[config.mk]
export PLATFORM = sky130hd
export DESIGN_NAME = button_gesture_detector_top_flat
export DESIGN_NICKNAME = d
export VERILOG_FILES = /design/src/rtl/core/bgd_pkg.sv /design/src/rtl/core/bgd_if.sv /design/src/rtl/core/bgd_cfg_regs.sv /design/src/rtl/core/bgd_core.sv /design/src/rtl/core/button_gesture_detector_top.sv /design/src/flat_wrapper.sv
export SDC_FILE = /design/constraint.sdc
export NUM_CORES = 1
export LEC_CHECK = 0
export BUFFER_PORTS_ARGS = -buffer_cell sky130_fd_sc_hd__clkbuf_2
export CORE_MARGIN = 8
export CORE_UTILIZATION = 40
export DETAILED_ROUTE_END_ITERATION = 8
export PLACE_DENSITY = 0.56
export SYNTH_ARGS = -nofsm -noshare
export SYNTH_HDL_FRONTEND = slang
export SYNTH_SLANG_ARGS = --single-unit
[constraint.sdc]
create_clock -name clk -period 14.6 [get_ports clk]
set_input_delay 2.92 -clock clk [delete_from_list [all_inputs] [get_ports clk]]
set_output_delay 2.92 -clock clk [all_outputs]
set_load 0.1 [all_outputs]
[src/rtl/core/bgd_pkg.sv]
// ----------------------------------------------------------------------------
// bgd_pkg
// Shared types and constants for the button gesture detector.
// ----------------------------------------------------------------------------
package bgd_pkg;

  localparam int CFG_BITS   = 16;
  localparam int CFG_IDX_W  = 2;
  localparam int STAMP_BITS = 32;
  localparam int TALLY_BITS = 8;

  // configuration register indexes
  localparam logic [CFG_IDX_W-1:0] CFG_DEBOUNCE   = 2'd0;
  localparam logic [CFG_IDX_W-1:0] CFG_CLICK_MAX  = 2'd1;
  localparam logic [CFG_IDX_W-1:0] CFG_LONG_PRESS = 2'd2;
  localparam logic [CFG_IDX_W-1:0] CFG_TRIPLE_WIN = 2'd3;

  // configuration reset values
  localparam logic [CFG_BITS-1:0] DEBOUNCE_RST   = 16'd50;
  localparam logic [CFG_BITS-1:0] CLICK_MAX_RST  = 16'd400;
  localparam logic [CFG_BITS-1:0] LONG_PRESS_RST = 16'd3000;
  localparam logic [CFG_BITS-1:0] TRIPLE_WIN_RST = 16'd1500;

  localparam logic [TALLY_BITS-1:0] TRIPLE_CLICKS = 8'd3;
  localparam logic [TALLY_BITS-1:0] TALLY_MAX     = 8'd255;

  // pin levels (active low button)
  localparam logic LEVEL_PRESSED  = 1'b0;
  localparam logic LEVEL_RELEASED = 1'b1;

  typedef struct packed {
    logic [CFG_BITS-1:0] debounce_ms;
    logic [CFG_BITS-1:0] click_max_ms;
    logic [CFG_BITS-1:0] hold_limit_ms;
    logic [CFG_BITS-1:0] triple_window_ms;
  } cfg_t;

  typedef struct packed {
    logic [STAMP_BITS-1:0] now_ms;
    logic                  raw_level;
  } poll_t;

  typedef struct packed {
    logic                  is_pressed;
    logic                  long_press_pulse;
    logic                  triple_click_pulse;
    logic [STAMP_BITS-1:0] current_press_ms;
    logic [TALLY_BITS-1:0] triple_click_count;
    logic [STAMP_BITS-1:0] triple_span_ms;
  } gesture_t;

endpackage

[src/rtl/core/bgd_if.sv]
// ----------------------------------------------------------------------------
// bgd_if
// Valid/ready channels for poll beats in and gesture beats out.
// ----------------------------------------------------------------------------
interface bgd_poll_if;
  logic        valid;
  logic        ready;
  logic [31:0] now_ms;
  logic        raw_level;

  modport source (output valid, output now_ms, output raw_level, input ready);
  modport sink   (input valid, input now_ms, input raw_level, output ready);
endinterface

interface bgd_gesture_if;
  logic        valid;
  logic        ready;
  logic        is_pressed;
  logic        long_press_pulse;
  logic        triple_click_pulse;
  logic [31:0] current_press_ms;
  logic [7:0]  triple_click_count;
  logic [31:0] triple_span_ms;

  modport source (output valid, output is_pressed, output long_press_pulse,
                  output triple_click_pulse, output current_press_ms,
                  output triple_click_count, output triple_span_ms, input ready);
  modport sink   (input valid, input is_pressed, input long_press_pulse,
                  input triple_click_pulse, input current_press_ms,
                  input triple_click_count, input triple_span_ms, output ready);
endinterface

[src/rtl/core/bgd_cfg_regs.sv]
// ----------------------------------------------------------------------------
// bgd_cfg_regs
// Timing configuration registers behind a plain write port.
// ----------------------------------------------------------------------------
module bgd_cfg_regs
  import bgd_pkg::*;
(
  input  logic                 clk,
  input  logic                 rst,
  input  logic                 cfg_we,
  input  logic [CFG_IDX_W-1:0] cfg_index,
  input  logic [CFG_BITS-1:0]  cfg_data,
  output cfg_t                 cfg
);

  always_ff @(posedge clk) begin
    if (rst) begin
      cfg.debounce_ms      <= DEBOUNCE_RST;
      cfg.click_max_ms     <= CLICK_MAX_RST;
      cfg.hold_limit_ms    <= LONG_PRESS_RST;
      cfg.triple_window_ms <= TRIPLE_WIN_RST;
    end else if (cfg_we) begin
      case (cfg_index)
        CFG_DEBOUNCE:   cfg.debounce_ms      <= cfg_data;
        CFG_CLICK_MAX:  cfg.click_max_ms     <= cfg_data;
        CFG_LONG_PRESS: cfg.hold_limit_ms    <= cfg_data;
        CFG_TRIPLE_WIN: cfg.triple_window_ms <= cfg_data;
        default: ;
      endcase
    end
  end

endmodule

[src/rtl/core/bgd_core.sv]
// ----------------------------------------------------------------------------
// bgd_core
// Gesture state and the single-pass update for one poll.
// ----------------------------------------------------------------------------
module bgd_core
  import bgd_pkg::*;
#(
  parameter int TIME_BITS = 32
) (
  input  logic     clk,
  input  logic     rst,
  input  logic     en,
  input  cfg_t     cfg,
  input  poll_t    poll,
  output gesture_t result
);

  typedef logic [TIME_BITS-1:0] stamp_t;

  logic                  stable_level;
  logic                  previous_raw;
  stamp_t                raw_change_time;
  logic                  long_press_reported;
  logic [TALLY_BITS-1:0] click_tally;
  stamp_t                sequence_start_time;
  stamp_t                press_begin_time;
  logic                  press_timing_valid;
  logic [TALLY_BITS-1:0] captured_count;
  stamp_t                captured_span;

  logic                  stable_level_next;
  stamp_t                raw_change_time_next;
  logic                  long_press_reported_next;
  logic [TALLY_BITS-1:0] click_tally_next;
  stamp_t                sequence_start_time_next;
  stamp_t                press_begin_time_next;
  logic                  press_timing_valid_next;
  logic [TALLY_BITS-1:0] captured_count_next;
  stamp_t                captured_span_next;

  stamp_t now;
  logic   raw;
  logic   raw_changed;
  stamp_t since_press;
  stamp_t since_change;
  stamp_t seq_start_mid;
  stamp_t since_seq;
  logic   long_hit;
  logic   lp_mid;
  logic [TALLY_BITS-1:0] tally_mid;
  logic   take_level;
  logic   press_edge;
  logic   long_pulse;
  logic   triple_pulse;

  assign now          = TIME_BITS'(poll.now_ms);
  assign raw          = poll.raw_level;
  assign raw_changed  = raw != previous_raw;
  assign since_press  = now - press_begin_time;
  assign since_change = raw_changed ? '0 : (now - raw_change_time);

  // hold test on the level as it stood before this poll
  assign long_hit = (stable_level == LEVEL_PRESSED) && !long_press_reported &&
                    press_timing_valid &&
                    (since_press >= TIME_BITS'(cfg.hold_limit_ms));

  assign lp_mid        = long_press_reported | long_hit;
  assign tally_mid     = long_hit ? '0 : click_tally;
  assign seq_start_mid = long_hit ? '0 : sequence_start_time;
  assign since_seq     = now - seq_start_mid;

  assign take_level = (since_change >= TIME_BITS'(cfg.debounce_ms)) && (raw != stable_level);
  assign press_edge = take_level && (raw == LEVEL_PRESSED);

  always_comb begin
    stable_level_next        = stable_level;
    long_press_reported_next = lp_mid;
    click_tally_next         = tally_mid;
    sequence_start_time_next = seq_start_mid;
    press_begin_time_next    = press_begin_time;
    press_timing_valid_next  = press_timing_valid;
    captured_count_next      = captured_count;
    captured_span_next       = captured_span;
    raw_change_time_next     = raw_changed ? now : raw_change_time;
    long_pulse               = long_hit;
    triple_pulse             = 1'b0;

    if (take_level) begin
      stable_level_next = raw;
      if (raw == LEVEL_PRESSED) begin
        press_begin_time_next    = now;
        press_timing_valid_next  = 1'b1;
        long_press_reported_next = 1'b0;
        if (tally_mid == '0 || since_seq > TIME_BITS'(cfg.triple_window_ms)) begin
          click_tally_next         = TALLY_BITS'(1);
          sequence_start_time_next = now;
        end else if (tally_mid != TALLY_MAX) begin
          click_tally_next = tally_mid + TALLY_BITS'(1);
        end
      end else if (lp_mid) begin
        // release ending a long press: not a click
        long_press_reported_next = 1'b0;
        click_tally_next         = '0;
        sequence_start_time_next = '0;
        press_begin_time_next    = '0;
        press_timing_valid_next  = 1'b0;
      end else if (since_press > TIME_BITS'(cfg.click_max_ms)) begin
        click_tally_next = '0;
      end else begin
        if (tally_mid >= TRIPLE_CLICKS &&
            since_seq <= TIME_BITS'(cfg.triple_window_ms)) begin
          captured_count_next      = tally_mid;
          captured_span_next       = since_seq;
          triple_pulse             = 1'b1;
          click_tally_next         = '0;
          sequence_start_time_next = '0;
        end
        press_begin_time_next   = '0;
        press_timing_valid_next = 1'b0;
      end
    end
  end

  always_ff @(posedge clk) begin
    if (rst) begin
      stable_level        <= LEVEL_RELEASED;
      previous_raw        <= LEVEL_RELEASED;
      raw_change_time     <= '0;
      long_press_reported <= 1'b0;
      click_tally         <= '0;
      sequence_start_time <= '0;
      press_begin_time    <= '0;
      press_timing_valid  <= 1'b0;
      captured_count      <= '0;
      captured_span       <= '0;
    end else if (en) begin
      stable_level        <= stable_level_next;
      previous_raw        <= raw;
      raw_change_time     <= raw_change_time_next;
      long_press_reported <= long_press_reported_next;
      click_tally         <= click_tally_next;
      sequence_start_time <= sequence_start_time_next;
      press_begin_time    <= press_begin_time_next;
      press_timing_valid  <= press_timing_valid_next;
      captured_count      <= captured_count_next;
      captured_span       <= captured_span_next;
    end
  end

  always_comb begin
    result.is_pressed         = stable_level_next == LEVEL_PRESSED;
    result.long_press_pulse   = long_pulse;
    result.triple_click_pulse = triple_pulse;
    // a fresh press edge reads zero
    result.current_press_ms   = (stable_level_next == LEVEL_PRESSED &&
                                 press_timing_valid_next && !press_edge) ?
                                STAMP_BITS'(since_press) : '0;
    result.triple_click_count = captured_count_next;
    result.triple_span_ms     = STAMP_BITS'(captured_span_next);
  end

endmodule

[src/rtl/core/button_gesture_detector_top.sv]
// ----------------------------------------------------------------------------
// button_gesture_detector_top
// Debounce, long-press and triple-click detection for an active-low button.
// ----------------------------------------------------------------------------
// Each poll beat carries a millisecond timestamp and the raw pin level and
// yields exactly one gesture beat: the debounced pressed state, one-beat
// long-press and triple-click pulses, the running press duration and the
// count and span of the last triple click. The block takes one poll per
// cycle while the gesture output is not stalled; an accepted poll is held
// in the poll register, and its result is computed from there and written
// to the gesture register, from which the gesture beat is offered. While
// the gesture register holds a stalled beat, the poll register still takes
// one more poll; after that the input waits for the output to drain. Time
// arithmetic is TIME_BITS wide and wraps; the 32-bit timestamp is truncated
// or zero-extended to it. Write the four timing registers only while idle.
// ----------------------------------------------------------------------------
module button_gesture_detector_top
  import bgd_pkg::*;
#(
  parameter int TIME_BITS = 32
) (
  input  logic                 clk,
  input  logic                 rst,
  input  logic                 cfg_we,
  input  logic [CFG_IDX_W-1:0] cfg_index,
  input  logic [CFG_BITS-1:0]  cfg_data,
  bgd_poll_if.sink             poll,
  bgd_gesture_if.source        gesture
);

  cfg_t     cfg;
  poll_t    poll_q;
  logic     poll_vld;
  gesture_t result;
  gesture_t gesture_q;
  logic     gesture_vld;
  logic     advance;

  bgd_cfg_regs u_cfg (
    .clk       (clk),
    .rst       (rst),
    .cfg_we    (cfg_we),
    .cfg_index (cfg_index),
    .cfg_data  (cfg_data),
    .cfg       (cfg)
  );

  // advance the held poll when the gesture register is free or draining
  assign advance    = poll_vld && (!gesture_vld || gesture.ready);
  assign poll.ready = !poll_vld || advance;

  always_ff @(posedge clk) begin
    if (rst) begin
      poll_vld <= 1'b0;
    end else if (poll.ready) begin
      poll_vld <= poll.valid;
    end
  end

  // hold the poll payload until it advances
  always_ff @(posedge clk) begin
    if (poll.valid && poll.ready) begin
      poll_q.now_ms    <= poll.now_ms;
      poll_q.raw_level <= poll.raw_level;
    end
  end

  bgd_core #(
    .TIME_BITS (TIME_BITS)
  ) u_core (
    .clk    (clk),
    .rst    (rst),
    .en     (advance),
    .cfg    (cfg),
    .poll   (poll_q),
    .result (result)
  );

  always_ff @(posedge clk) begin
    if (rst) begin
      gesture_vld <= 1'b0;
    end else if (advance) begin
      gesture_vld <= 1'b1;
    end else if (gesture.ready) begin
      gesture_vld <= 1'b0;
    end
  end

  always_ff @(posedge clk) begin
    if (advance) begin
      gesture_q <= result;
    end
  end

  assign gesture.valid              = gesture_vld;
  assign gesture.is_pressed         = gesture_q.is_pressed;
  assign gesture.long_press_pulse   = gesture_q.long_press_pulse;
  assign gesture.triple_click_pulse = gesture_q.triple_click_pulse;
  assign gesture.current_press_ms   = gesture_q.current_press_ms;
  assign gesture.triple_click_count = gesture_q.triple_click_count;
  assign gesture.triple_span_ms     = gesture_q.triple_span_ms;

endmodule

[src/flat_wrapper.sv]
// flat-port wrapper written by rule: the top's interface ports become plain ports
module button_gesture_detector_top_flat import bgd_pkg::*;
#(
  parameter int TIME_BITS = 32
)
  (clk, rst, cfg_we, cfg_index, cfg_data, poll_valid, poll_now_ms, poll_raw_level, poll_ready, gesture_valid, gesture_is_pressed, gesture_long_press_pulse, gesture_triple_click_pulse, gesture_current_press_ms, gesture_triple_click_count, gesture_triple_span_ms, gesture_ready);
  bgd_poll_if poll_i ();
  bgd_gesture_if gesture_i ();
  input  logic clk;
  input  logic rst;
  input  logic cfg_we;
  input  logic [CFG_IDX_W-1:0] cfg_index;
  input  logic [CFG_BITS-1:0] cfg_data;
  input wire logic [$bits(poll_i.valid)-1:0] poll_valid;
  input wire logic [$bits(poll_i.now_ms)-1:0] poll_now_ms;
  input wire logic [$bits(poll_i.raw_level)-1:0] poll_raw_level;
  output wire logic [$bits(poll_i.ready)-1:0] poll_ready;
  output wire logic [$bits(gesture_i.valid)-1:0] gesture_valid;
  output wire logic [$bits(gesture_i.is_pressed)-1:0] gesture_is_pressed;
  output wire logic [$bits(gesture_i.long_press_pulse)-1:0] gesture_long_press_pulse;
  output wire logic [$bits(gesture_i.triple_click_pulse)-1:0] gesture_triple_click_pulse;
  output wire logic [$bits(gesture_i.current_press_ms)-1:0] gesture_current_press_ms;
  output wire logic [$bits(gesture_i.triple_click_count)-1:0] gesture_triple_click_count;
  output wire logic [$bits(gesture_i.triple_span_ms)-1:0] gesture_triple_span_ms;
  input wire logic [$bits(gesture_i.ready)-1:0] gesture_ready;
  assign poll_i.valid = poll_valid;
  assign poll_i.now_ms = poll_now_ms;
  assign poll_i.raw_level = poll_raw_level;
  assign poll_ready = poll_i.ready;
  assign gesture_valid = gesture_i.valid;
  assign gesture_is_pressed = gesture_i.is_pressed;
  assign gesture_long_press_pulse = gesture_i.long_press_pulse;
  assign gesture_triple_click_pulse = gesture_i.triple_click_pulse;
  assign gesture_current_press_ms = gesture_i.current_press_ms;
  assign gesture_triple_click_count = gesture_i.triple_click_count;
  assign gesture_triple_span_ms = gesture_i.triple_span_ms;
  assign gesture_i.ready = gesture_ready;
  button_gesture_detector_top #(.TIME_BITS(TIME_BITS)) u_core (.clk(clk), .rst(rst), .cfg_we(cfg_we), .cfg_index(cfg_index), .cfg_data(cfg_data), .poll(poll_i), .gesture(gesture_i));
endmodule
Word level (Yosys, flattened, before mapping)

Index checks and enable logic that the tools add are counted.

Add/sub/neg operators: 4
Magnitude comparators: 6
Equal/unequal tests: 7
Mux-type cells: 38
Bitwise gates (word level): 5
Reductions and logical operators: 27

Operators with widths:

| operator                                                                            | number |
|---|---|
| 32-bit 2-to-1 mux                                                                   | 16 |
| 8-bit 2-to-1 mux                                                                    | 13 |
| 32-bit subtractor                                                                   | 3 |
| 32-bit by 16-bit greater-or-equal comparator with 1-bit output                      | 2 |
| 32-bit by 16-bit greater-than comparator with 1-bit output                          | 2 |
| 32-bit by 16-bit less-or-equal comparator with 1-bit output                         | 1 |
| 1-bit logical AND                                                                   | 10 |
| 2-bit AND reduction                                                                 | 5 |
| 1-bit 2-to-1 mux                                                                    | 9 |
| 8-bit by 1-bit adder with 8-bit output, second input constant                       | 1 |
| 8-bit by 2-bit greater-or-equal comparator with 1-bit output, second input constant | 1 |
| 8-bit logical NOT                                                                   | 1 |
| 8-bit != test, second input constant                                                | 1 |
| 2-bit equality test, second input constant                                          | 2 |
| 1-bit logical NOT                                                                   | 4 |
| 1-bit inverter                                                                      | 4 |
| 4-bit OR reduction                                                                  | 1 |
| 1-bit logical OR                                                                    | 3 |
| 3-bit != test, second input constant                                                | 1 |
| 3-bit AND reduction                                                                 | 1 |
| 2-bit by 1-bit equality test with 1-bit output, second input constant               | 1 |
| 2-bit logical NOT                                                                   | 1 |
| 1-bit != test                                                                       | 2 |
| 2-bit nonzero test                                                                  | 1 |
| 1-bit bitwise OR                                                                    | 1 |

Flip-flop bits (word level): 322
Input bits: 56
Output and inout port bits: 77
Word-level logic and storage cells: 111

Longest topological paths before layout

Depth in word-level cells: 13
Depth in mapped cells: 43
Gate-level depth less buffers: 39

By module

Synthesis repeated with hierarchy kept, for this count alone.

Cells, all modules: 2326
Area total of the unflattened synthesis: 20300.7 um2

Modules (own cells, without submodules):

| module                      | times used | cells each | area each (um2) | sequential area each (um2) |
|---|---|---|---|---|
| bgd_core                    | 1          | 1962       | 14377.5         | 2962.8 |
| button_gesture_detector_top | 1          | 118        | 3347.0          | 3283.1 |
| bgd_cfg_regs                | 1          | 246        | 2576.2          | 1281.2 |

Worst setup path after synthesis

No wires, ideal clock.

Path type: register to register
Start: reg u_core.poll_q[1] in the netlist's numbering
End: reg u_core.gesture_q, in the netlist u_core.gesture.triple_span_ms[10], data pin
Library setup time: 0.260 ns
Arrival time: 8.836 ns
Required time: 14.340 ns
Path slack: 5.504 ns
Stages on the path, launching flop included: 40
Path buffers: 4
Cell sequence: edfxtp_1 > inv_1 > ha_1 > inv_1 > fa_1 > a211oi_2 > o21ai_2 > a221oi_2 > xnor2_1 > ha_1 > o21a_1 > o21a_1 > o21ai_0 > o22ai_1 > a21oi_1 > a21o_4 > clkbuf_1 > clkbuf_1 > [... 4 more ...] > nor2b_1 > nor3_1 > o21ai_0 > a21o_1 > a21oi_1 > xnor2_1 > ha_1 > nand4_1 > or2_2 > nor3_1 > o211ai_1 > o21bai_1 > a2111oi_0 > nand4_1 > a211o_1 > nor4_4 > buf_4 > mux2_2

RTL lines:

| element              | line                              | RTL |
|---|---|---|
| from (decl)          | button_gesture_detector_top.sv:32 | `poll_t poll_q;` |
| to (signal assigned) | button_gesture_detector_top.sv:91 | `gesture_q <= result;` |
| to (decl)            | button_gesture_detector_top.sv:35 | `gesture_t gesture_q;` |

Worst setup path in the final report

Start: reg u_core.poll_q[1] in the netlist's numbering
End: reg u_core.u_core.captured_span[6]

Word-level cells in the longest chain between the ends: 12
Elaborated cells on any way between the ends: 20

RTL lines:

| element                                                        | line            | RTL |
|---|---|---|
| 32-bit subtractor *                                            | bgd_core.sv:59  | `assign since_press = now - press_begin_time;` |
| via u_core.u_core.since_press[14]                              | bgd_core.sv:44  | `stamp_t since_press;` |
| 32-bit by 16-bit greater-or-equal comparator with 1-bit output | bgd_core.sv:65  | `(since_press >= TIME_BITS'(cfg.hold_limit_ms));` |
| 1-bit logical AND                                              | bgd_core.sv:64  | `press_timing_valid &&` |
| 32-bit 2-to-1 mux                                              | bgd_core.sv:69  | `assign seq_start_mid = long_hit ? '0 : sequence_start_time;` |
| 32-bit subtractor                                              | bgd_core.sv:70  | `assign since_seq = now - seq_start_mid;` |
| 32-bit by 16-bit less-or-equal comparator with 1-bit output    | bgd_core.sv:111 | `since_seq <= TIME_BITS'(cfg.triple_window_ms)) begin` |
| 1-bit logical AND                                              | bgd_core.sv:110 | `if (tally_mid >= TRIPLE_CLICKS &&` |
| 32-bit 2-to-1 mux                                              | bgd_core.sv:110 |  |
| 32-bit 2-to-1 mux                                              | bgd_core.sv:107 | `end else if (since_press > TIME_BITS'(cfg.click_max_ms)) begin` |
| 32-bit 2-to-1 mux *                                            | bgd_core.sv:100 | `end else if (lp_mid) begin` |
| 32-bit 2-to-1 mux *                                            | bgd_core.sv:90  | `if (raw == LEVEL_PRESSED) begin` |
| 32-bit 2-to-1 mux *                                            | bgd_core.sv:88  | `if (take_level) begin` |
| to (signal assigned)                                           | bgd_core.sv:146 | `captured_span <= captured_span_next;` |
| to (decl)                                                      | bgd_core.sv:29  | `stamp_t captured_span;` |

Mark *: on every way through the listed nets, which the timed path passes. The rest lies on a longest branch.
A chain may end at the register's enable or synchronous reset.

==> results.json <==
{
  "dp_cells": 2977,
  "cp.required_ns": 15.11,
  "cts_tree": "built",
  "dpl-instance-area_um2": 20900,
  "status": "completed",
  "yosysUniqueCellTypes": 93,
  "synth-edff-count": 108,
  "worstSetupPathType": "reg2reg",
  "grt_max_degree": 77,
  "startpoint_type": "flip-flop",
  "n_antenna_cell": 0,
  "synth_warnings": 0,
  "drt_iter0_markers": 1457,
  "clock_latency_ns": 0.57,
  "yosysTopAreaCellShare_pct": 21.7,
  "vias": 17185,
  "slowest_stage": "nor4_4",
  "grt_overflow": 0,
  "clockRootBuffer": "clkbuf_16",
  "cts_sinks": 322,
  "num_rows": 81,
  "ys_seq_elements": 322,
  "leakagePower_nw": 8.59,
  "syn_area_per_cell_um2": 8.68,
  "clockBufferDepth": 3,
  "fin_setup_tns_ns": 0,
  "drc": 0,
  "nNetsFinal": 2574,
  "io_pins": 133,
  "finalHoldViolations": 0,
  "cap_violations": 0,
  "powerDensity_nw_per_um2": 118,
  "drive_above_1_share_pct": 11.5,
  "area_delta_synth_final_pct": 13.5,
  "grt_pass1_wl_mm": 94.5,
  "start_util_pct": 40.4,
  "fin_area_um2": 22400,
  "wl_mm": 60.9,
  "cts_inserted_buffers": 40,
  "rsz0062_at_grt": "false",
  "final_cells": 3051,
  "postSynthCellCount": 2270,
  "finClkSkew_ns": 0.0143,
  "max_stage_delay_ns": 0.86,
  "numPortBuffers": 132,
  "cp-end-kind": "flip-flop",
  "ys_seq_area_share_pct": 38.2,
  "wl_met1_mm": 27.4,
  "first_global_vias": 16618,
  "final.period_utilization_pct": 75.1,
  "async_flop_share_pct": 0,
  "peakVddDrop_mv": 0.0848,
  "synthesis.area_um2": 19700,
  "wl_met3_mm": 3.76,
  "postRouteAntennaNets": 0,
  "ctsResizeCount": 0,
  "die_x_um": 238,
  "synth_nets": 2489,
  "tightestPinTransition_ns": 1.21,
  "fmax_ghz": 0.0912,
  "min_path_type": "reg2reg",
  "power_mw": 2.65,
  "dieHeight_um": 238,
  "synth-main-ff-cell": "dfxtp_1",
  "antenna_found_initial": 0,
  "setup_viol": 0,
  "post-cts-setup-buffer-count": 0,
  "path_clk_slew_ns": 0.06,
  "yosys-top-cells-area": "dfxtp_1 (22%), edfxtp_1 (16%), ha_1 (10%), a21oi_1 (6.1%), nand2_1 (5.9%)",
  "worstPathMaxFanout": 49,
  "yosys.area.top_type": "dfxtp_1",
  "arrival_ns": 11.47,
  "wl_per_cell_um": 20.0,
  "dp_hpwl_mm": 45.6,
  "slew_violations": 0,
  "cts_hold_buf": 0,
  "drt_pass1_iterations": 6,
  "die_area_um2": 56600,
  "h-tree-depth": 2,
  "critPathMostFrequentCell": "ha_1",
  "viasPerCell": 5.63,
  "min_period_ns": 10.97,
  "holdWs_ns": 0.451,
  "maxSlewHeadroom_pct": 19.1,
  "coreArea_um2": 48700,
  "place_congestion": 0.965,
  "wl_met2_mm": 27.4,
  "grt.total_usage_pct": 21.0,
  "top_layer": "met4"
}
==> per-layer routing <==
layer  track usage, %  vias up
met3             3.09      133
li1                 -     8320
met5                0        -
met4             8.46        0
met1             27.8     8180
met2             34.0      552
==> placed cells by master (no fill, tap or decap), types with 9 or more instances in the layout <==
cell type	synthesis	final
nand3b_1	35	35
a31oi_1	17	16
a22o_1	55	55
dfxtp_1	214	214
a21oi_1	239	239
o21bai_1	10	10
nand3_1	31	31
nand4_1	36	36
o21ai_0	78	78
nand2b_1	55	55
clkbuf_2	1	131
edfxtp_1	108	108
xor2_1	27	27
clkbuf_16	0	43
nand2_1	312	312
nor4_1	13	13
a211oi_1	22	22
and4b_1	13	13
or2_2	13	13
nor2_1	126	124
nor2b_1	41	41
mux2i_1	12	12
and2_1	33	32
nor3_1	32	32
a2111oi_0	9	9
or3_1	19	19
a21o_1	37	37
ha_1	160	160
inv_1	156	155
mux2_2	17	17
and3_1	12	12
a211o_1	9	9
o21a_1	24	24
buf_4	2	16
xnor2_1	43	43
o211ai_1	38	38
==> final timing paths <==
path / cells past startpoint / endpoint / slack, ns / startpoint
worst max-delay path: 37 / u_core.u_core.captured_span[6] / 3.63 / u_core.poll_q[1]
worst min-delay path: 1 / u_core.u_core.captured_span[16] / 0.45 / u_core.u_core.captured_span[16]
worst max register to register: 37 / u_core.u_core.captured_span[6] / 3.63 / u_core.poll_q[1]
worst min register to register: 1 / u_core.u_core.captured_span[16] / 0.45 / u_core.u_core.captured_span[16]
==> logic make-up after synthesis <==
family                   after synthesis  synth area share, %
multiplexers                          33                 1.81
AO/OA/AOI/OAI                        615                 20.3
buffers and inverters                261                 5.26
flip-flops                           322                 38.2
XOR/XNOR                              70                 3.11
AND/OR/NAND/NOR                      806                 20.8
adder cells (fa/ha/maj)              163                 10.5
==> per-stage QoR <==
stage	setup WS, ns	utilization, %
floorplan	5.50	-
global placement	4.16	42.9
detailed placement	3.78	42.9
CTS	3.74	45.9
global route	2.80	45.9
finish	3.63	45.9
==> state kept, by name (all words and copies together) (netlist names) <==
name,count
u_core.u_core.sequence_start_time,32
u_core.u_core.captured_span,32
u_core.u_core.press_begin_time,32
u_core.gesture.triple_click_count,8
u_core.u_core.press_timing_valid,1
u_core.poll_q,33
u_core.u_core.captured_count,8
u_core.gesture.triple_click_pulse,1
u_core.u_core.click_tally,8
u_core.gesture.long_press_pulse,1
u_core.gesture.current_press_ms,32
u_core.gesture.valid,1
u_core.gesture.is_pressed,1
u_core.u_cfg.cfg,64
u_core.u_core.stable_level,1
u_core.u_core.long_press_reported,1
u_core.gesture.triple_span_ms,32
u_core.u_core.raw_change_time,32
u_core.poll_vld,1
u_core.u_core.previous_raw,1
==> report_power, final <==
part / total (mW) / switching (mW) / internal [mW]
clock: 1.10 / 0.412 / 0.684
combinational: 0.568 / 0.386 / 0.182
sequential: 0.986 / 0.0265 / 0.959
==> synth_stat cells, drive strengths merged (5+ instances only) <==
master     n
and2      33
o22ai      6
o21ai     85
buf       19
a21o      38
a21boi     5
mux2i     12
o21bai    10
clkbuf    85
a21oi    240
nor2     127
xnor2     43
nand2b    55
nand3b    35
and3      12
mux2      21
or2       15
nor2b     41
a22o      55
dfxtp    214
or3       20
nand3     31
and4b     13
xor2      27
inv      157
edfxtp   108
o21a      24
ha       160
and4       5
a211oi    24
nor3b      7
a2111oi   11
nor4      17
o31ai      5
a211o      9
o211ai    38
nand2    312
nand4     36
a31oi     17
nor3      32
==> critical path, delay by kind of cell, from the launching register on <==
| kind | cells | cell delay [ns] |
|---|---|---|
| AO/OA/AOI/OAI | 16 | 4.22 |
| AND/OR/NAND/NOR | 12 | 3.84 |
| adder cells (fa/ha/maj) | 5 | 1.72 |
| XOR/XNOR | 2 | 0.46 |
| flip-flops | 1 | 0.40 |
| buffers and inverters | 2 | 0.21 |
==> final cells by class <==
class | instances | area (um2)
fill | 4762 | 26400
multi-input combinational | 1687 | 11200
sequential | 322 | 7530
clock buffer | 53 | 1140
tap | 664 | 831
timing repair buffer | 147 | 776
inverter | 157 | 593
clock inverter | 21 | 327
Power figures use the tool's default switching activity.
